`src/rtl/core/voice_command_coalescing_scheduler_assert.svh`:
```
// Assertion macros for the scheduler. The clock and reset of the including module are used.
`ifndef VOICE_COMMAND_COALESCING_SCHEDULER_ASSERT_SVH
`define VOICE_COMMAND_COALESCING_SCHEDULER_ASSERT_SVH
`ifndef NO_ASSERTIONS
`define VCCS_ASSERT_IMP(name, ante, cons) \
  name: assert property (@(posedge clk_i) disable iff (!rst_ni) (ante) |-> (cons)) \
    else $error("scheduler assertion failed");
`define VCCS_ASSERT_NEXT(name, ante, cons) \
  name: assert property (@(posedge clk_i) disable iff (!rst_ni) (ante) |=> (cons)) \
    else $error("scheduler assertion failed");
`else
`define VCCS_ASSERT_IMP(name, ante, cons)
`define VCCS_ASSERT_NEXT(name, ante, cons)
`endif
`endif

```
`src/rtl/core/vccs_ram.sv`:
```
module vccs_ram #(
  parameter int Width = 55,
  parameter int Depth = 16
) (
  input  logic                     clk_i,
  input  logic                     we_i,
  input  logic [$clog2(Depth)-1:0] waddr_i,
  input  logic [Width-1:0]         wdata_i,
  input  logic [$clog2(Depth)-1:0] raddr_i,
  output logic [Width-1:0]         rdata_o
);
  logic [Width-1:0] mem_q [Depth];

  always_ff @(posedge clk_i) begin
    if (we_i) begin
      mem_q[waddr_i] <= wdata_i;
    end
    rdata_o <= mem_q[raddr_i];
  end
endmodule

```
`config.mk`:
```
export PLATFORM = sky130hd
export DESIGN_NAME = vccs_ram
export DESIGN_NICKNAME = d
export VERILOG_FILES = /design/src/rtl/core/voice_command_coalescing_scheduler_assert.svh /design/src/rtl/core/vccs_ram.sv
export SDC_FILE = /design/constraint.sdc
export NUM_CORES = 1
export LEC_CHECK = 0
export CAP_MARGIN = 10
export CORE_ASPECT_RATIO = 0.7
export CORE_MARGIN = 2
export CORE_UTILIZATION = 35
export CTS_CLUSTER_DIAMETER = 100
export DETAILED_ROUTE_END_ITERATION = 16
export DONT_BUFFER_PORTS = 1
export GPL_TIMING_DRIVEN = 1
export PLACE_DENSITY = 0.6
export SYNTH_ARGS = -nofsm -noshare
export SYNTH_HDL_FRONTEND = slang
export SYNTH_SLANG_ARGS = --single-unit
```
`constraint.sdc`:
```
create_clock -name clk_i -period 17.4 [get_ports clk_i]
set_input_delay 3.48 -clock clk_i [delete_from_list [all_inputs] [get_ports clk_i]]
set_output_delay 3.48 -clock clk_i [all_outputs]
set_load 0.01 [all_outputs]
```
# ---- After elaboration in Yosys (flattened, before gate mapping)
# Memory sizes are Yosys's and may differ from the RTL's. A register that Yosys moved wholly into a read port is not among the register bits.
# Cells that the tools add are included.
dict set report word_totals {
  ff_bits 0
  ram_bits 880
  out_inout_bits 55
  word_cells 3
  n_memories 1
}
dict set report classes {
  n_mux 2
}
# memory words width rd rd_clocked_by_memory_dff write_ports line
set mem_list {}
lappend mem_list {mem_q 16 55 1 1 1 vccs_ram.sv:12} ;# logic [Width-1:0] mem_q [Depth];
# cell n
set op_table {}
lappend op_table {{two-way mux 1 bit} 2}

# ---- Longest topological paths before layout
dict set report logic_depth {
  word_depth 2
  ltp_mapped 6
  mapped_depth_nobuf 3
}

# ---- Worst setup path after synthesis
# No wires, ideal clock.
dict set report synth_path {
  kind {input port to flip-flop}
  startpoint {input port waddr_i[2]}
  endpoint {memory mem_q[0][0] (enable)}
  setup_ns 0.536
  t_arrival_ns 7.666
  slack_ns 9.198
  cell_stages 2
  path_cell_list {or3b_1 nor3_1}
}
# element line
set synth_rtl {}
lappend synth_rtl {{from (decl)} vccs_ram.sv:7} ;# input logic [$clog2(Depth)-1:0] waddr_i,
lappend synth_rtl {{to (decl)} vccs_ram.sv:12}
# Straight into the memory's write port.

# ---- Worst setup path in the final report
dict set report layout_path {
  startpoint {input port waddr_i[2]}
  endpoint {memory mem_q[10][41] (enable)}
}
# Straight into the memory's write port.

==> flow_metrics.env <==
export IMPL_htree_num_levels=3
export IMPL_fillers=8320
export IMPL_final_cell_area_um2=38100
export IMPL_overflow=0
export IMPL_finalCritPeriodShare_pct=29.84
export IMPL_wl_per_cell_um=24.82
export IMPL_yosysTopAreaCell="edfxtp_1"
export IMPL_grt_pass1_vias=15240
export IMPL_setup_viol=0
export IMPL_cts_tree="done"
export IMPL_period_needed_ps=5192
export IMPL_syn_area_um2=34020
export IMPL_grt_pass1_wl_um=101800
export IMPL_min_to="rdata_o[25]"
export IMPL_ir_drop_uv=68.84
export IMPL_p_leak_nw=11.68
export IMPL_synth_top_area_share_pct=77.67
export IMPL_worstPathMaxFanout=29
export IMPL_crit_chain="nand3b_1, nor2_4, buf_4"
export IMPL_hold_path_startpoint="mem_q[15][25]"
export IMPL_synth_area_leaders="edfxtp_1, mux4_2, dfxtp_1"
export IMPL_dp_cells=2627
export IMPL_syn_area_per_cell_um2=23.98
export IMPL_fin_tns_setup_ps=0
export IMPL_holdCritPathClass="register to register"
export IMPL_synth_seq_area_share_pct=80.91
export IMPL_io_pins=120
export IMPL_vias_per_cell=5.240
export IMPL_numClockSinks=935
export IMPL_diodes=0
export IMPL_crit_start="waddr_i[2]"
export IMPL_ys_ff_latch=935
export IMPL_dpl_hpwl_um=34000
export IMPL_async_flop_share_pct=0
export IMPL_setup_ws_ps=12210
export IMPL_postCtsSetupRepairBufs=0
export IMPL_regToRegEndpoint="rdata_o[42]"
export IMPL_rows=95
export IMPL_drc=0
export IMPL_dr_pass1_iters=7
export IMPL_slew_headroom_pct=7.768
export IMPL_synth_nets=1484
export IMPL_worst_r2r_path_depth=3
export IMPL_rsz0062_at_grt="no"
export IMPL_crit_family="simple AND/OR/NAND/NOR gates"
export IMPL_hold_violations=0
export IMPL_cpPeakStageDelay_ps=910
export IMPL_antenna_found_initial=0
export IMPL_ys_warn_count=0
export IMPL_synth_ff_type="edfxtp_1"
export IMPL_numCtsBuffers=79
export IMPL_totalWireLength_um=68860
export IMPL_r2r_slack_ps=15910
export IMPL_grt_met2_usage_pct=20.36
export IMPL_clk_pin_slew_ps=60
export IMPL_grt_use_total_pct=13.85
export IMPL_synth_cell_type_count=18
export IMPL_fmaxAchievable_mhz=192.6
export IMPL_finalMaxSlewViolations=0
export IMPL_layout_common_cells="edfxtp_1, mux4_2, a22oi_1"
export IMPL_place_ws_ps=11510
export IMPL_use_met3_pct=3.225
export IMPL_fin_cells=2774
export IMPL_synth_edf_count=880
export IMPL_tightest_slew_ps=1383
export IMPL_critPathKind="primary input to register"
export IMPL_place_congestion=0.6762
export IMPL_vias=14540
export IMPL_die_h_um=264.9
export IMPL_worstPathRequired_ps=17670
export IMPL_max_cap_violations=0
export IMPL_area_growth_pct=12.00
export IMPL_ctsResizeCount=0
export IMPL_ant_nets=0
export IMPL_skew_ps=20.44
export IMPL_top_usage_layer="met1"
export IMPL_drtIter0Drc=1377
export IMPL_drive_above_1_share_pct=24.72
export IMPL_critPathCaptureType="register"
export IMPL_clock_latency_ps=640
export IMPL_grt_use_met1_pct=20.77
export IMPL_portBuffers=0
export IMPL_postCtsHoldBufs=0
export IMPL_startpoint_type="primary input"
export IMPL_core_um2=96160
export IMPL_synthCells=1419
export IMPL_outcome="complete, no violations"
export IMPL_clock_path_buffers=3
export IMPL_die_w_um=376.6
export IMPL_postPlaceCellArea_um2=35500
export IMPL_worstReg2RegStart="mem_q[2][42]"
export IMPL_cts_root_buffer="clkbuf_16"
export IMPL_power_density_nw_per_um2=116.9
export IMPL_hold_depth=3
export IMPL_finalCoreUtilization_pct=39.62
export IMPL_nets=1512
export IMPL_arrival_ps=5460
export IMPL_critical_path_slowest_cell="nor2_4"
export IMPL_crit_buf_inv=1
export IMPL_design_die_area_um2=99750
export IMPL_start_util_pct=35.38
export IMPL_final_common_cell="edfxtp_1"
export IMPL_grt_max_degree=221
-- cell usage after synthesis (4+ instances only) --
cell type,n
a22oi_1,110
buf_1,5
buf_2,15
buf_6,11
clkbuf_1,40
dfxtp_1,55
edfxtp_1,880
mux4_2,220
nand2_1,56
nor2_1,13
nor3_1,4
-- state kept, by name, indices dropped and copies added, names as in the netlist --
register  cells
rdata_o      55
mem_q       880
-- cell type report --
type                       instances  area [µm²]  share of cell area [%]
clock buffer                     107        2142                   5.622
clock inverter                    40       459.2                   1.205
multi-input combinational        412        6255                   16.42
sequential                       935       27530                   72.24
tap                             1261        1578                   4.141
timing repair buffer              19       142.6                  0.3743
-- how the worst max path moves through the flow --
stage	endpoint	slack (ps)	cells after the start
2_1_floorplan	mem_q[0][0]	9200	2
3_3_place_gp	mem_q[9][41]	11600	3
3_5_place_dp	mem_q[10][41]	11510	3
4_1_cts	mem_q[10][46]	12180	3
5_1_grt	mem_q[10][41]	12090	3
6_report	mem_q[10][41]	12210	3
-- tightest hold or removal path: stages (launching register included) --
cell and delay (ps):
edfxtp_1 320, mux4_2 220, a22oi_1 50, nand2_1 60
-- kinds of logic (layout without fill, tap and decap cells) --
group                  count (synthesis)  after routing  share of synthesized area, %
AND/OR/NAND/NOR                       82             82                        0.9966
AO/OA/AOI/OAI                        110            110                         2.427
buffers and inverters                 72            166                         1.103
multiplexers                         220            220                         14.56
flip-flops                           935            935                         80.91
-- metrics by stage --
stage          hold slack [ps]  power (mW)
2_1_floorplan            634.9       2.705
3_3_place_gp             652.1       2.722
3_5_place_dp             656.0       2.727
4_1_cts                  672.7       4.510
5_1_grt                  686.3       4.607
6_report                 662.9       4.455
-- per-layer routing --
metal	vias up	share of wire, %
li1	6120	-
met1	7944	47
met2	385	45
met3	87	6.2
met4	0	1.6
met5	-	0
-- report_power, final --
part	switching [mW]	total, mW	leakage (nW)	internal (mW)
sequential	0.0269	2.54	8.41	2.52
combinational	0.0594	0.130	2.00	0.0709
clock	0.787	1.78	1.26	0.993
No activity file was read; power rests on OpenSTA's default activity.
